<file path="config.mk">
export PLATFORM = sky130hd
export DESIGN_NAME = qjec_mul
export DESIGN_NICKNAME = d
export VERILOG_FILES = /design/src/rtl/qjec_pkg.sv /design/src/rtl/qjec_mul.sv
export SDC_FILE = /design/constraint.sdc
export NUM_CORES = 2
export LEC_CHECK = 0
export ABC_AREA = 1
export BUFFER_PORTS_ARGS = -buffer_cell sky130_fd_sc_hd__buf_2
export CAP_MARGIN = 10
export CORE_MARGIN = 2
export CORE_UTILIZATION = 50
export DETAILED_ROUTE_END_ITERATION = 12
export HOLD_SLACK_MARGIN = 0.06
export PLACE_DENSITY = 0.69
export SYNTH_ARGS = -nofsm -noshare
export SYNTH_HDL_FRONTEND = slang
export SYNTH_SLANG_ARGS = --single-unit
export TNS_END_PERCENT = 50
</file>
<file path="constraint.sdc">
create_clock -name clk -period 9.35 [get_ports clk]
set_input_delay 2.3375 -clock clk [delete_from_list [all_inputs] [get_ports clk]]
set_output_delay 2.3375 -clock clk [all_outputs]
set_load 0.01 [all_outputs]
</file>
<file path="src/rtl/qjec_pkg.sv">
`timescale 1ns / 1ps
// ----------------------------------------------------------------------------
// qjec_pkg
// Shared widths, register codes and fixed-point helpers for the quintic
// Julia escape counter.
// ----------------------------------------------------------------------------
package qjec_pkg;

  localparam int ITER_LIMIT  = 256;

  localparam int Q_W         = 32;
  localparam int FRAC        = 24;
  localparam int PROD_W      = 2 * Q_W;
  localparam int RND_W       = PROD_W - FRAC;
  localparam int SUM_W       = RND_W + 2;

  localparam int COORD_W     = 10;
  localparam int CEN_W       = 13;
  localparam int DIFF_W      = CEN_W + 1;
  localparam int MAG_W       = CEN_W;
  localparam int INC_W       = 5;
  localparam int OUT_W       = 9;

  localparam int DIV_CONST   = 250;
  localparam int DIV_HALF    = DIV_CONST / 2;
  localparam int DIV_QUOT    = (1 << FRAC) / DIV_CONST;
  localparam int DIV_REM     = (1 << FRAC) % DIV_CONST;
  localparam int DIV_LOG     = $clog2(DIV_CONST);
  localparam int TAIL_W      = MAG_W + DIV_LOG;
  localparam int RECIP_SH    = TAIL_W + DIV_LOG;
  localparam int RECIP       = ((1 << RECIP_SH) + DIV_CONST - 1) / DIV_CONST;
  localparam int RECIP_W     = $clog2(RECIP + 1);
  localparam int TPROD_W     = TAIL_W + RECIP_W;
  localparam int TAILQ_W     = TPROD_W - RECIP_SH;
  localparam int DIV_LAT     = 2;
  localparam int DCNT_W      = $clog2(DIV_LAT + 1);

  localparam int CNT_RAW_W   = $clog2(ITER_LIMIT + (1 << INC_W));
  localparam int CNT_W       = (CNT_RAW_W > OUT_W) ? CNT_RAW_W : OUT_W;

  localparam int IN_TDATA_W  = ((2 * COORD_W + 7) / 8) * 8;
  localparam int OUT_TDATA_W = ((OUT_W + 7) / 8) * 8;

  localparam int CFG_ADDR_W  = 3;
  localparam int CFG_DATA_W  = Q_W;

  localparam logic [PROD_W-1:0] ESC_BOUND = PROD_W'(4) << (2 * FRAC);

  typedef enum logic [CFG_ADDR_W-1:0] {
    REG_JULIA_RE  = 3'd0,
    REG_JULIA_IM  = 3'd1,
    REG_CENTER_COL = 3'd2,
    REG_CENTER_ROW = 3'd3,
    REG_COUNT_INC = 3'd4
  } cfg_reg_t;

  // product rounded to Q16.24, nearest, ties away from zero
  function automatic logic signed [RND_W-1:0] round_q(input logic signed [PROD_W-1:0] p);
    logic [PROD_W-1:0] mag;
    logic [PROD_W-1:0] m;
    mag = p[PROD_W-1] ? $unsigned(-p) : $unsigned(p);
    m   = (mag + (PROD_W'(1) << (FRAC - 1))) >> FRAC;
    return p[PROD_W-1] ? -$signed(m[RND_W-1:0]) : $signed(m[RND_W-1:0]);
  endfunction

  // clamp to the 32-bit signed range
  function automatic logic signed [Q_W-1:0] sat_q(input logic signed [SUM_W-1:0] v);
    if ((&v[SUM_W-1:Q_W-1]) || !(|v[SUM_W-1:Q_W-1])) begin
      return $signed(v[Q_W-1:0]);
    end else if (v[SUM_W-1]) begin
      return $signed({1'b1, {(Q_W-1){1'b0}}});
    end else begin
      return $signed({1'b0, {(Q_W-1){1'b1}}});
    end
  endfunction

endpackage

</file>
<file path="src/rtl/qjec_mul.sv">
`timescale 1ns / 1ps
// ----------------------------------------------------------------------------
// qjec_mul
// Shared 32x32 signed multiplier with registered product and Q16.24 rounding.
// ----------------------------------------------------------------------------
module qjec_mul import qjec_pkg::*; (
  input  logic                      clk,
  input  logic signed [Q_W-1:0]     a,
  input  logic signed [Q_W-1:0]     b,
  output logic signed [PROD_W-1:0]  p,
  output logic signed [RND_W-1:0]   pr
);

  always_ff @(posedge clk) begin
    p <= PROD_W'(a) * PROD_W'(b);
  end

  assign pr = round_q(p);

endmodule

</file>
Yosys cells after proc, flatten, opt, wreduce, memory -nomap -nowiden
Cells that the tools add are included.
- output and inout bits: 104
- input bits: 65
- logic and storage cells: 7
- register bits after elaboration: 64
- multiply operators: 1
- mux-type cells: 2
- add/sub/neg operators: 3
- operator list (cell ; number):
    adder 64 x 24 -> 64 bit, second input constant ; 1
    multiplier 32 x 32 -> 64 bit ; 1
    two-way mux 64 bit ; 1
    negator 64 bit ; 1
    two-way mux 40 bit ; 1
    negator 40 bit ; 1

Logic depth before layout (Yosys ltp)
- depth after elaboration: 5
- gate-level depth with buffers: 32
- depth with buffers taken out: 31

Least setup slack after synthesis
OpenSTA, ideal clock, no wires.
- path type: input-to-reg
- start: input port a[31]
- end: register p[60]
- stages: 30
- setup time: 0.072 ns
- path buffers: 1
- path slack: -0.094 ns
- data required time: 9.278 ns
- arrival: 9.372 ns
- path through: clkbuf_1 -> nand2_1 -> inv_1 -> fa_1 -> inv_1 -> fa_1 -> inv_1 -> fa_1 -> fa_1 -> inv_1 -> fa_1 -> inv_1 -> fa_1 -> inv_1 -> fa_1 -> inv_1 -> fa_1 -> ha_1 -> nand2_1 -> nor2_1 -> inv_1 -> nor2_1 -> and3_1 -> nand3_1 -> nand3_1 -> nand2_1 -> o211ai_1 -> a31oi_1 -> o21ai_0 -> xor2_1
- cells in the longest elaborated chain, start to end: 1
- ends and longest elaborated chain (item ; RTL line ; text):
    start, declared ; qjec_mul.sv:8 ; input logic signed [Q_W-1:0] a,
    multiplier 32 x 32 -> 64 bit ; qjec_mul.sv:15 ; p <= PROD_W'(a) * PROD_W'(b);
    end signal, assigned ; qjec_mul.sv:15 ;
    end, declared ; qjec_mul.sv:10 ; output logic signed [PROD_W-1:0] p,
No other way between the ends.

Worst setup path after layout
- start: input port a[10]
- end: register p[49]
Same word-level chain as after synthesis.

==> flow_summary.json <==
{
  "status": "complete, no violations",
  "antenna_found_initial": 4,
  "overflow": 0,
  "end_kind": "flop",
  "detail-route-antenna-nets": 0,
  "reg.largest.list": "p (64)",
  "synthCells": 5532,
  "synth_top_area_share_pct": 50.8,
  "synth_seq_area_share_pct": 3.00,
  "syn-num-nets": 6865,
  "io_pins": 169,
  "portBuffers": 168,
  "cts_hold_buf": 0,
  "fin_nets": 7117,
  "first_iter_violations": 2398,
  "grt_max_degree": 59,
  "dp_hpwl_mm": 106,
  "cp-start-kind": "input pin",
  "die_w_um": 296,
  "ys_warn_count": 0,
  "grt_usage_pct": 28.4,
  "gp_congestion": 0.962,
  "crit_required_ns": 9.62,
  "fin_util_pct": 55.5,
  "tightest_slew_ns": 0.862,
  "maxCapViolCount": 0,
  "worstSetupPathType": "input pin to flop",
  "rows": 107,
  "layout_commonest_cell": "inv_1",
  "drive_gt1_share_pct": 10.1,
  "critPathSlowestCell": "fa_1",
  "slowest_delay_ns": 0.52,
  "clockBufferDepth": 2,
  "synth_largest_area_cell": "fa_1",
  "path_max_fanout": 16,
  "cts_num_sinks": 64,
  "synth_area_leaders": "fa_1, inv_1, nand2_1",
  "areaGrowthSynthToFinish_pct": 10.4,
  "core_mm2": 0.0849,
  "finalHoldViolations": 0,
  "critical_path.startpoint": "a[10]",
  "regMostFlops": "p",
  "grt_first_pass_wirelength_mm": 195,
  "netlist_area_mm2": 0.0427,
  "die_height_um": 296,
  "fill_cells": 8019,
  "rsz0062_at_grt": "true",
  "ys_ff_latch": 64,
  "cts_root_buf": "clkbuf_16",
  "avgSynthCellArea_um2": 7.71,
  "hold_path_class": "input pin to flop",
  "finalCritPeriodShare_pct": 97.3,
  "initial_utilization_pct": 50.3,
  "first_pass_iters": 6,
  "slew_viol_final": 0,
  "arrival_ns": 9.37,
  "cts_setup_buffers": 0,
  "synth_cell_types": 48,
  "cts_tree": "yes",
  "wirelength_mm": 118,
  "first_global_vias": 37000,
  "via_per_inst": 4.96,
  "hold_start": "b[0]",
  "die_area_mm2": 0.0877,
  "setup_violations": 0,
  "htreeDepth": 3,
  "num_vias": 34400,
  "synthArstFlopShare_pct": 0,
  "clkTransAtPathRegs_ns": 0.06,
  "ys.flop_type": "dfxtp_1",
  "wl_per_cell_um": 17.0,
  "final_cell_mix": "inv_1, nand2_1, fa_1",
  "holdWs_ns": 2.54,
  "numCtsBuffers": 9,
  "synth_edf_count": 0,
  "maxSlewHeadroom_pct": 42.5,
  "drcViolationCount": 0,
  "fmax_ghz": 0.110,
  "worst_path_most_repeated_cell": "fa_1",
  "largest_reg_flops": 64,
  "fin_crit_ns": 9.10
}
-- timing repair --
item,in CTS,in global routing
hold endpoints to repair,0,0
setup endpoints to repair,0,15
gates resized for setup,0,16
-- logic make-up after synthesis --
family	after synthesis	synth area share, %
simple gates	2033	19.4
flops	64	3.00
fa+ha+maj	1268	56.2
buf+inv	1856	16.4
xor+xnor	112	2.30
compound gates	199	2.68
-- cell usage after synthesis (6+ instances only) --
cell	instances
dfxtp_1	64
a21oi_1	83
a31oi_1	20
o21ai_0	46
nand2_2	42
nand4_1	24
a21boi_0	6
nor2_4	19
inv_2	10
nand3b_1	18
nand3_1	96
inv_1	1640
ha_1	186
o21bai_1	8
fa_1	1082
xnor2_1	40
xor2_1	72
nor3_1	10
buf_2	6
nand2_1	1506
nor2_1	272
nor2_2	25
clkbuf_1	195
o21ai_1	10
-- stage by stage --
| stage | setup TNS, ns | cells | worst slack, ns | instance area (um^2) |
|---|---|---|---|---|
| final | 0 | 6937 | 0.252 | 47100 |
| after global routing | -0.00597 | 6937 | -0.00597 | 47100 |
| after CTS | 0 | 6933 | 0.158 | 47100 |
| after detailed placement | -1.15 | 6917 | -0.191 | 46700 |
| after global placement | -0.299 | 6917 | -0.0973 | 46700 |
| after floorplan | 0 | 5532 | 0.0561 | 42700 |
-- metal layers --
metal	vias to the layer above	part of all wire, %	GRT usage, %
li1	16000	-	-
met1	17100	42	37.7
met2	1150	49	49.1
met3	211	5.7	2.69
met4	0	3.4	9.12
met5	-	0	0
-- worst max-delay path: cells and delay by family --
family | cells | cell delay, ns
simple gates | 3 | 0.32
xor+xnor | 1 | 0.13
compound gates | 6 | 1.54
fa+ha+maj | 9 | 3.92
buf+inv | 8 | 1.10
-- cell type report --
type / count / area [um^2] / share of cell area [%]
antenna: 4 / 10.0 / 0.0212
clock buffer: 9 / 225 / 0.478
clock inverter: 7 / 101 / 0.215
inverter: 1651 / 6200 / 13.2
multi-input combinational: 3612 / 34400 / 73.1
sequential: 64 / 1280 / 2.73
tap: 1144 / 1430 / 3.04
timing repair buffer: 446 / 3440 / 7.29
-- final timing paths --
check | depth (start not counted) | end | slack (ns)
worst max-delay path | 27 | p[49] | 0.25
worst min-delay path | 4 | p[0] | 2.54
Power is not shown: default switching activity piles up to over one toggle a cycle in this logic, so the estimate is an artifact.
