### config.mk
export PLATFORM = sky130hd
export DESIGN_NAME = qjec_startdiv
export DESIGN_NICKNAME = d
export VERILOG_FILES = /design/src/rtl/qjec_pkg.sv /design/src/rtl/qjec_startdiv.sv
export SDC_FILE = /design/constraint.sdc
export NUM_CORES = 1
export LEC_CHECK = 0
export ABC_CLOCK_PERIOD_IN_PS = 5450
export BUFFER_PORTS_ARGS = -buffer_cell sky130_fd_sc_hd__buf_2
export CAP_MARGIN = 20
export CORE_UTILIZATION = 50
export CTS_BUF_LIST = sky130_fd_sc_hd__clkbuf_8 sky130_fd_sc_hd__clkbuf_16
export DETAILED_ROUTE_END_ITERATION = 8
export GPL_ROUTABILITY_DRIVEN = 1
export MAX_ROUTING_LAYER = met4
export PLACE_DENSITY = 0.78
export REMOVE_ABC_BUFFERS = 1
export SYNTH_ARGS = -nofsm -noshare
export SYNTH_HDL_FRONTEND = slang
export SYNTH_SLANG_ARGS = --single-unit
### constraint.sdc
create_clock -name clk -period 5.45 [get_ports clk]
set_input_delay 0.545 -clock clk [delete_from_list [all_inputs] [get_ports clk]]
set_output_delay 0.545 -clock clk [all_outputs]
set_load 0.05 [all_outputs]
### src/rtl/qjec_pkg.sv
`timescale 1ns / 1ps
// ----------------------------------------------------------------------------
// qjec_pkg
// Shared widths, register codes and fixed-point helpers for the quintic
// Julia escape counter.
// ----------------------------------------------------------------------------
package qjec_pkg;

  localparam int ITER_LIMIT  = 256;

  localparam int Q_W         = 32;
  localparam int FRAC        = 24;
  localparam int PROD_W      = 2 * Q_W;
  localparam int RND_W       = PROD_W - FRAC;
  localparam int SUM_W       = RND_W + 2;

  localparam int COORD_W     = 10;
  localparam int CEN_W       = 13;
  localparam int DIFF_W      = CEN_W + 1;
  localparam int MAG_W       = CEN_W;
  localparam int INC_W       = 5;
  localparam int OUT_W       = 9;

  localparam int DIV_CONST   = 250;
  localparam int DIV_HALF    = DIV_CONST / 2;
  localparam int DIV_QUOT    = (1 << FRAC) / DIV_CONST;
  localparam int DIV_REM     = (1 << FRAC) % DIV_CONST;
  localparam int DIV_LOG     = $clog2(DIV_CONST);
  localparam int TAIL_W      = MAG_W + DIV_LOG;
  localparam int RECIP_SH    = TAIL_W + DIV_LOG;
  localparam int RECIP       = ((1 << RECIP_SH) + DIV_CONST - 1) / DIV_CONST;
  localparam int RECIP_W     = $clog2(RECIP + 1);
  localparam int TPROD_W     = TAIL_W + RECIP_W;
  localparam int TAILQ_W     = TPROD_W - RECIP_SH;
  localparam int DIV_LAT     = 2;
  localparam int DCNT_W      = $clog2(DIV_LAT + 1);

  localparam int CNT_RAW_W   = $clog2(ITER_LIMIT + (1 << INC_W));
  localparam int CNT_W       = (CNT_RAW_W > OUT_W) ? CNT_RAW_W : OUT_W;

  localparam int IN_TDATA_W  = ((2 * COORD_W + 7) / 8) * 8;
  localparam int OUT_TDATA_W = ((OUT_W + 7) / 8) * 8;

  localparam int CFG_ADDR_W  = 3;
  localparam int CFG_DATA_W  = Q_W;

  localparam logic [PROD_W-1:0] ESC_BOUND = PROD_W'(4) << (2 * FRAC);

  typedef enum logic [CFG_ADDR_W-1:0] {
    REG_JULIA_RE  = 3'd0,
    REG_JULIA_IM  = 3'd1,
    REG_CENTER_COL = 3'd2,
    REG_CENTER_ROW = 3'd3,
    REG_COUNT_INC = 3'd4
  } cfg_reg_t;

  // product rounded to Q16.24, nearest, ties away from zero
  function automatic logic signed [RND_W-1:0] round_q(input logic signed [PROD_W-1:0] p);
    logic [PROD_W-1:0] mag;
    logic [PROD_W-1:0] m;
    mag = p[PROD_W-1] ? $unsigned(-p) : $unsigned(p);
    m   = (mag + (PROD_W'(1) << (FRAC - 1))) >> FRAC;
    return p[PROD_W-1] ? -$signed(m[RND_W-1:0]) : $signed(m[RND_W-1:0]);
  endfunction

  // clamp to the 32-bit signed range
  function automatic logic signed [Q_W-1:0] sat_q(input logic signed [SUM_W-1:0] v);
    if ((&v[SUM_W-1:Q_W-1]) || !(|v[SUM_W-1:Q_W-1])) begin
      return $signed(v[Q_W-1:0]);
    end else if (v[SUM_W-1]) begin
      return $signed({1'b1, {(Q_W-1){1'b0}}});
    end else begin
      return $signed({1'b0, {(Q_W-1){1'b1}}});
    end
  endfunction

endpackage

### src/rtl/qjec_startdiv.sv
`timescale 1ns / 1ps
// ----------------------------------------------------------------------------
// qjec_startdiv
// Start coordinate from a pixel offset: (offset * 2^24 + 125) / 250, split
// into offset * (2^24 / 250) and a small tail divided by reciprocal multiply.
// mag_q, then base and tail, then tail_q are registered; result valid once busy falls.
// ----------------------------------------------------------------------------
module qjec_startdiv import qjec_pkg::*; (
  input  logic                     clk,
  input  logic                     rst,
  input  logic                     start,
  input  logic signed [DIFF_W-1:0] diff,
  output logic                     busy,
  output logic signed [Q_W-1:0]    coord
);

  logic [DCNT_W-1:0]  cnt;
  logic [MAG_W-1:0]   mag_q;
  logic               neg;
  logic [Q_W-1:0]     base;
  logic [TAIL_W-1:0]  tail;
  logic [TAILQ_W-1:0] tail_q;

  logic [MAG_W-1:0]   mag;
  logic [TPROD_W-1:0] tail_prod;
  logic [Q_W-1:0]     qsum;

  assign mag       = diff[DIFF_W-1] ? MAG_W'(-diff) : MAG_W'(diff);
  assign tail_prod = TPROD_W'(tail) * TPROD_W'(RECIP);
  assign qsum      = base + Q_W'(tail_q);
  assign busy      = cnt != '0;
  assign coord     = neg ? -$signed(qsum) : $signed(qsum);

  always_ff @(posedge clk) begin
    if (rst) begin
      cnt <= '0;
    end else if (start) begin
      cnt <= DCNT_W'(DIV_LAT);
    end else if (busy) begin
      cnt <= cnt - 1'b1;
    end
  end

  always_ff @(posedge clk) begin
    if (start) begin
      mag_q <= mag;
      neg   <= diff[DIFF_W-1];
    end
    base   <= Q_W'(mag_q) * Q_W'(DIV_QUOT);
    tail   <= TAIL_W'(mag_q) * TAIL_W'(DIV_REM) + TAIL_W'(DIV_HALF);
    tail_q <= tail_prod[TPROD_W-1:RECIP_SH];
  end

endmodule

Word level (Yosys, flattened, before mapping)
Cells that the tools add are included.

word-level totals
  bits in registers = 79
  input port bits = 17
  output and inout port bits = 33
  logic and storage cells = 22

operators by class
  add/subtract/negate cells = 5
  multipliers = 3
  mux-type cells = 4
  reduce and logical (&&, ||, !) cells = 3

operators with widths
  cell                                                 number
  multiplier 21 x 20 -> 41 bit, second input constant  1
  two-way mux 32 bit                                   1
  negator 31 -> 32 bit                                 1
  adder 30 x 14 -> 31 bit                              1
  multiplier 13 x 15 -> 28 bit, second input constant  1
  adder 21 x 7 -> 21 bit, second input constant        1
  multiplier 13 x 5 -> 18 bit, second input constant   1
  two-way mux 13 bit                                   1
  negator 13 bit                                       1
  two-way mux 2 bit                                    2
  nonzero test 2 bit                                   2
  OR reduction 2 bit                                   1
  subtractor 2 x 1 -> 2 bit, second input constant     1

Depth between registers and ports, before layout
Gate-level depths: netlist of the first run.

  word-level depth = 3
  gate-level depth with buffers = 22
  depth with buffers taken out = 22

Worst setup path before layout of the first run
No wires, ideal clock.

  path type = register to register
  from = register tail[7]
  to = register tail_q[11]
  library setup time = 122 ps
  arrival time = 5519 ps
  data required time = 5328 ps
  slack = -191 ps
  stages on the path, launching flop included = 19
  buffers on the path = 0
  period minus slack after synthesis = 5641 ps
  path through = dfxtp_1 > ha_1 > ha_1 > fa_1 > fa_1 > fa_1 > fa_1 > inv_1 > fa_1 > inv_1 > ha_1 > and3_1 > a221oi_1 > nor2b_1 > nor3_1 > nand3_1 > a311oi_1 > o21ai_0 > a311o_1

between the ends
  longest elaborated chain between the ends = 1

RTL lines
  element                       line                 text
  start: declaration            qjec_startdiv.sv:21  logic [TAIL_W-1:0] tail;
  start signal: assignment      qjec_startdiv.sv:50  tail <= TAIL_W'(mag_q) * TAIL_W'(DIV_REM) + TAIL_W'(DIV_HALF);
  multiplier 21 x 20 -> 41 bit  qjec_startdiv.sv:29  assign tail_prod = TPROD_W'(tail) * TPROD_W'(RECIP);
  via tail_prod[40]             qjec_startdiv.sv:25  logic [TPROD_W-1:0] tail_prod;
  end signal: assignment        qjec_startdiv.sv:51  tail_q <= tail_prod[TPROD_W-1:RECIP_SH];
  end: declaration              qjec_startdiv.sv:22  logic [TAILQ_W-1:0] tail_q;

The timed path passes the listed nets, and every way through them passes these cells.
A chain may end at the register's enable or synchronous reset.

Worst setup path after layout of the first run
  from = register tail[6]
  to = register tail_q[8]

The elaborated chain is that of the path after synthesis.

==> reports/metrics.csv, run 1 <==
stage,metric,value,unit
routing,drt_wl_total,29000,µm
setup_path,worstPathArrival,5630,ps
setup_path,r2r_end,tail_q[8],
routing,drt_iter0_drc,613,
grt,first_global_vias,9810,
timing,post-route-min-period,5360,ps
clocking,h-tree-depth,3,
run_status,outcome,completed,
routing,dr_total_vias,9766,
logic_synthesis,ys_seq_area_share,13.2,%
placement,dp_hpwl,24000,µm
clocking,clock_path_buffers,2,
logic_synthesis,syn_area_per_cell,9.21,µm²
cells_and_area,seq_area,1680,µm²
timing,clock-skew-final,8.04,ps
cells_and_area,nFillCells,2090,
placement,io_buffers,49,
floorplanning,initial_core_util,51.3,%
routing,wire_per_inst,16.1,µm
routing,wl_met3,1090,µm
routing,postRouteAntennaNets,0,
floorplanning,core_area,24500,µm²
cells_and_area,fin_cells,1802,
logic_synthesis,yosys_register_bits,76,
setup_path,path_class,register to register,
setup_path,cp.required,5720,ps
floorplanning,io_pins,50,
setup_path,rr_worst_depth,20,
grt,grt_antenna_before_repair,0,
timing,setup_viol,0,
cells_and_area,layout.nets,1889,
clocking,cts.sinks,76,
floorplanning,fp-row-count,57,
placement,placedCellCount,1781,
worst_hold_path,min_from,rst,
timing,tns,0,ps
grt,track_usage,23.4,%
placement,gpl.final_weighted_congestion,0.946,
logic_synthesis,synth-main-ff-cell,dfxtp_1,
cells_and_area,area_delta_synth_final,13.5,%
timing,slew_headroom,49.9,%
cells_and_area,multiInputGateArea,10200,µm²
timing,tightest_slew,732,ps
worst_hold_path,hold_path.class,input port to register,
cells_and_area,drive_above_1_share,14.2,%
logic_synthesis,yosysWarnings,0,
routing,dr.pass1.iters,5,
clocking,clk_pin_slew_worst_paths,60,ps
timing,hold_viol,0,
timing,max_freq,187,MHz
floorplanning,die_w,161,µm
clocking,cts_tree,built,
floorplanning,dieArea,25800,µm²
run,maxCapViolations,0,
cells_and_area,final_util,58.2,%
setup_path,startpoint_type,register,
routing,avgViaCountPerCell,5.42,
routing,wl_met1,13200,µm
setup_path,r2r_start,tail[6],
setup_path,cp_max_fo,3,
clocking,clock_latency,350,ps
logic_synthesis,synth_area,12600,µm²
worst_hold_path,holdPathStages,2,
logic_synthesis,async_reset_ff_share,0,%
routing,drc,0,
worst_hold_path,min_to,cnt[1],
grt,grt_pass1_wl,47000,µm
clocking,cts_buffers,9,
grt,overflow,0,
cells_and_area,insertedDiodeCount,0,
clocking,cts-root-buf,clkbuf_16,
logic_synthesis,synthCells,1367,
setup_path,worstSetupEndpointType,register,
floorplanning,die_y,161,µm
routing,dr.max_layer_used,met4,
setup_path,reg2reg_slack,90,ps
grt,grt_max_degree,35,
timing,period_share,98.4,%
logic_synthesis,ys_types,77,
timing,drv_slew,0,
logic_synthesis,synth_enable_flop_cells,14,
routing,met2WireLength,14100,µm
## cells by family after synthesis
kind of cell / Yosys count / share of synthesized area (%)
adder cells (fa/ha/maj): 399 / 47.1
buffers and inverters: 297 / 8.95
AND/OR/NAND/NOR: 245 / 9.88
AO/OA/AOI/OAI: 232 / 12.7
XOR/XNOR: 117 / 8.14
flip-flops: 76 / 13.2
multiplexers: 1 / 0.0894
## stage by stage
step,area [µm²],worst slack [ps],hold WS [ps]
floorplan,12500,-191,411
global placement,13600,-286,420
detailed placement,13600,-356,425
CTS,14000,3.47,356
global route,14300,-52.6,367
finish,14300,89.4,366
## worst max-delay path, cell delays in order, from the launching register on
cell and delay, ps:
dfxtp_4 370, ha_4 240, ha_4 170, fa_1 550
fa_1 450, fa_1 460, fa_1 490, inv_1 50
fa_1 520, inv_2 50, ha_4 270, and3_4 200
and3_4 190, nand3_1 90, o211ai_1 250, a21oi_2 100
o211ai_1 260, buf_4 170, a21oi_2 50, o21bai_1 170
xor2_1 180
## routing by layer
metal / global-route usage (%) / vias to the layer above
li1: - / 4787
met1: 29.6 / 4728
met2: 38.5 / 201
met3: 3.80 / 50
met4: 6.80 / 0
met5: - / -
## sequential cells by signal (all words and copies together) (netlist names)
register / cells
neg: 1
tail_q: 14
cnt: 2
tail: 18
base: 28
mag_q: 13
## cells in the mapped netlist, drive strengths merged, types with 3 or more instances
| library cell | instances | area (µm²) |
|---|---|---|
| inv | 286 | 1070 |
| ha | 275 | 3440 |
| fa | 124 | 2480 |
| xnor2 | 75 | 657 |
| nand2 | 67 | 254 |
| a21oi | 62 | 322 |
| dfxtp | 62 | 1240 |
| nor2 | 53 | 201 |
| xor2 | 42 | 368 |
| o21ai | 41 | 205 |
| a21o | 28 | 210 |
| nor3 | 24 | 120 |
| nand3 | 22 | 110 |
| and3 | 16 | 100 |
| o21a | 16 | 128 |
| o31ai | 16 | 120 |
| edfxtp | 14 | 420 |
| a31oi | 12 | 90.1 |
| nand4 | 11 | 68.8 |
| nor2b | 10 | 62.6 |
| and2 | 8 | 52.6 |
| clkbuf | 8 | 30.0 |
| o21bai | 8 | 60.1 |
| a211oi | 7 | 67.6 |
| o211ai | 7 | 52.6 |
| or2 | 6 | 37.5 |
| nand2b | 4 | 25.0 |
| nand3b | 4 | 30.0 |
| nor4 | 4 | 37.5 |
| o41ai | 4 | 42.6 |
| a2111oi | 3 | 26.3 |
| and4 | 3 | 26.3 |
| buf | 3 | 22.5 |
| nor4b | 3 | 26.3 |
| o311ai | 3 | 43.8 |
| o31a | 3 | 26.3 |
| or4 | 3 | 30.0 |
## layout by cell type, fill, tap and decap left out, types with 6 or more instances in the layout
master	instances
o21bai_1	8
dfxtp_1	52
a21oi_1	53
dfxtp_2	6
nor2b_1	10
xnor2_1	74
a31oi_1	11
and3_1	14
fa_1	118
inv_2	8
buf_2	49
nor3_1	23
nand2_1	65
edfxtp_1	14
clkbuf_16	9
and2_1	7
ha_1	255
o31ai_1	16
nand4_1	11
buf_4	54
a21oi_2	9
xor2_1	42
o21ai_0	38
nand3_1	21
nor2_1	52
o211ai_1	7
o21a_1	15
ha_4	17
fa_2	6
a21o_1	28
inv_1	278
## worst max-delay path by stage
| stage | from | end | slack [ps] |
|---|---|---|---|
| 2_1_floorplan | tail[7] | tail_q[11] | -190 |
| 3_5_place_dp | tail[6] | tail_q[11] | -360 |
| 6_report | tail[6] | tail_q[8] | 90 |
| 4_1_cts | tail[5] | tail_q[13] | 3 |
| 5_1_grt | tail[6] | tail_q[8] | -50 |
| 3_3_place_gp | tail[6] | tail_q[11] | -290 |
## area by class of cell
cell class              count  area share [%]
repair buffers            106            4.79
well taps                 324            2.84
clock inverters             6           0.263
inverters                 286            7.53
multi-input cells         994            71.1
clock buffers              10            1.67
flip-flops and latches     76            11.8
## what timing repair did
action	in CTS	in global routing
pin swaps	22	44
hold buffers	0	0
gates cloned	0	0
resized for setup	31	54
buffers inserted	1	4
setup endpoints to repair	7	11
Power of run 1 is not shown: default switching activity piles up to over one toggle a cycle in this logic, so the estimate is an artifact.
==> inputs of run 2 (changes only) <==
- CELL_PAD_IN_SITES_DETAIL_PLACEMENT: not set -> 1
- CELL_PAD_IN_SITES_GLOBAL_PLACEMENT: not set -> 1
- CORE_UTILIZATION: 50 -> 46
- PLACE_DENSITY: 0.78 -> 0.89
- TNS_END_PERCENT: not set -> 100
==> run 2 against run 1 <==
Against the previous run:
- the run now ends with negative setup slack left
- die area is 8.6% higher
- core utilization is 3.5 points lower
- final cell count is 2.0% higher
- routed wire length is 47% higher
- design area is 2.9% higher
- sequential share of layout area is 0.34 points lower
- critical endpoint is now tail_q[12]
- non-clock buffer count is 19 higher
- critical path depth is 1 higher
- clock skew is 8.0 ps higher
- register-to-register slack worse by 190 ps
- first-iteration DRC count is 2.3% higher
- global-route usage is 6.9 points higher
==> reports/metrics.csv, run 2 (synthesized netlist as in run 1, its figures left out) <==
stage,metric,value,unit,change
timing,drv_slew,0,,unchanged
cells_and_area,insertedDiodeCount,0,,unchanged
setup_path,startpoint_type,register,,
setup_path,path_class,register to register,,
grt,grt_pass1_wl,64300,µm,+37%
timing,setup_viol,7,,+7
cells_and_area,max_flop_register,base,,
grt,first_global_vias,12340,,+26%
grt,grt_antenna_before_repair,0,,unchanged
placement,dp_slack,-678,ps,-322 ps
floorplanning,dieArea,28000,µm²,+8.6%
clocking,cts.sinks,76,,unchanged
grt,track_usage,30.3,%,+6.9 points
cells_and_area,largest_reg_flops,28,,unchanged
worst_hold_path,hold_path.class,input port to register,,
timing,setup_ws,-100,ps,-189 ps
floorplanning,io_pins,50,,unchanged
run_status,outcome,"complete, but fails checks",,
clocking,h-tree-depth,3,,unchanged
placement,gpl.final_weighted_congestion,0.993,,+4.9%
cells_and_area,final_cell_mix,"inv_1, ha_1, fa_1, xnor2_1, buf_4",,
routing,drc,0,,unchanged
cells_and_area,layout.nets,1908,,+1.0%
grt,grt_max_degree,35,,unchanged
placement,io_buffers,49,,unchanged
routing,drt_iter0_drc,627,,+2.3%
worst_hold_path,holdPathStages,2,,unchanged
floorplanning,core_area,26900,µm²,+9.5%
routing,dr_total_vias,10733,,+9.9%
floorplanning,fp-row-count,60,,+5.3%
timing,rsz0062_at_grt,true,,
cells_and_area,top_regs,"base: 28 flops, tail: 18 flops, tail_q: 14 flops",,
floorplanning,die_y,167,µm,+4.2%
routing,dr.pass1.iters,5,,unchanged
setup_path,worstPathArrival,5790,ps,+160 ps
timing,max_freq,180,MHz,-3.4%
routing,wire_per_inst,23.2,µm,+44%
timing,slew_headroom,50.8,%,+0.91 points
timing,period_share,102,%,+3.5 points
routing,postRouteAntennaNets,0,,unchanged
setup_path,rr_worst_depth,21,,+5.0%
run,maxCapViolations,0,,unchanged
clocking,clock_latency,360,ps,about the same
run_status,violations,negative setup slack,,
clocking,clock_path_buffers,2,,unchanged
clocking,cts_hold_buf,0,,unchanged
cells_and_area,drive_above_1_share,16.8,%,+2.6 points
setup_path,worstSetupEndpointType,register,,
routing,avgViaCountPerCell,5.84,,+7.7%
timing,clock-skew-final,16.0,ps,+8.00 ps
setup_path,cp_max_fo,5,,+2
cells_and_area,area_delta_synth_final,16.8,%,
setup_path,cp.required,5690,ps,-30 ps
placement,dp_hpwl,31800,µm,+33%
timing,post-route-min-period,5550,ps,+189 ps
timing,tightest_slew,719,ps,-13.4 ps
cells_and_area,final_common_cell,inv_1,,
clocking,cts_buffers,9,,unchanged
clocking,cts-root-buf,clkbuf_16,,
grt,overflow,0,,unchanged
routing,drt_wl_total,42600,µm,+47%
timing,hold_viol,0,,unchanged
clocking,clk_pin_slew_worst_paths,80,ps,+20 ps
clocking,cts_tree,built,,
floorplanning,die_w,167,µm,+4.2%
floorplanning,initial_core_util,46.8,%,-4.5 points
-- run 2: cell types whose count changed in the layout (fill, tap and decap cells not counted), sizes merged --
| cell | delta |
|---|---|
| inv | +2 |
| bufinv | +1 |
| clkinvlp | +1 |
| clkinv | -3 |
| clkbuf | -1 |
| buf | +19 |
-- run 2: worst paths after layout --
check	start	slack, ps	endpoint
worst max register to register	tail[17]	-100	tail_q[12]
worst min-delay path	rst	370	cnt[1]
worst max-delay path	tail[17]	-100	tail_q[12]
worst min register to register	cnt[0]	450	cnt[0]
-- run 2: layout make-up --
cell class / count / area (µm²)
Fill cell: 3062 / 12200
Tap cell: 341 / 427
Clock buffer: 9 / 225
Timing Repair Buffer: 125 / 847
Multi-Input combinational cell: 994 / 10400
Sequential cell: 76 / 1680
Clock inverter: 7 / 81.3
Inverter: 286 / 1080
-- run 2: per-stage QoR --
| stage | instances | hold WS [ps] | util (%) | setup TNS [ps] | instance area, µm² |
|---|---|---|---|---|---|
| 2_1_floorplan | 1356 | 411 | - | -284 | 12500 |
| 3_3_place_gp | 1802 | 421 | 50.8 | -1120 | 13600 |
| 4_1_cts | 1825 | 356 | 53.4 | -34.2 | 14400 |
| 6_report | 1838 | 366 | 54.7 | -401 | 14700 |
| 5_1_grt | 1838 | 369 | 54.7 | -898 | 14700 |
| 3_5_place_dp | 1802 | 437 | 50.8 | -4000 | 13600 |
-- run 2: what timing repair did --
action | in CTS | in global routing
gates resized for setup | 73 | 40
setup buffers | 7 | 14
pin swaps | 51 | 48
endpoints found under the setup margin | 12 | 9
-- run 2: critical path, stage by stage, from the launching register on --
cell and delay, ps:
dfxtp_1 620, ha_1 320, inv_1 90, fa_1 510
inv_1 60, fa_1 470, inv_1 50, fa_1 530
inv_1 60, fa_1 450, ha_1 300, ha_2 200
a21o_1 180, a21o_1 200, a21oi_2 190, o21bai_1 100
a21oi_2 180, o211ai_1 120, buf_4 160, a2111oi_4 350
or2_4 190, o211ai_1 90
-- run 2: metal layers --
layer | global-route usage, % | part of all wire, % | vias to the layer above
li1 | - | - | 4823
met1 | 31.5 | 37 | 5349
met2 | 55.5 | 52 | 364
met3 | 3.95 | 4.1 | 197
met4 | 16.2 | 6.5 | 0
met5 | - | 0 | -
Power of run 2 is left out for the same reason.
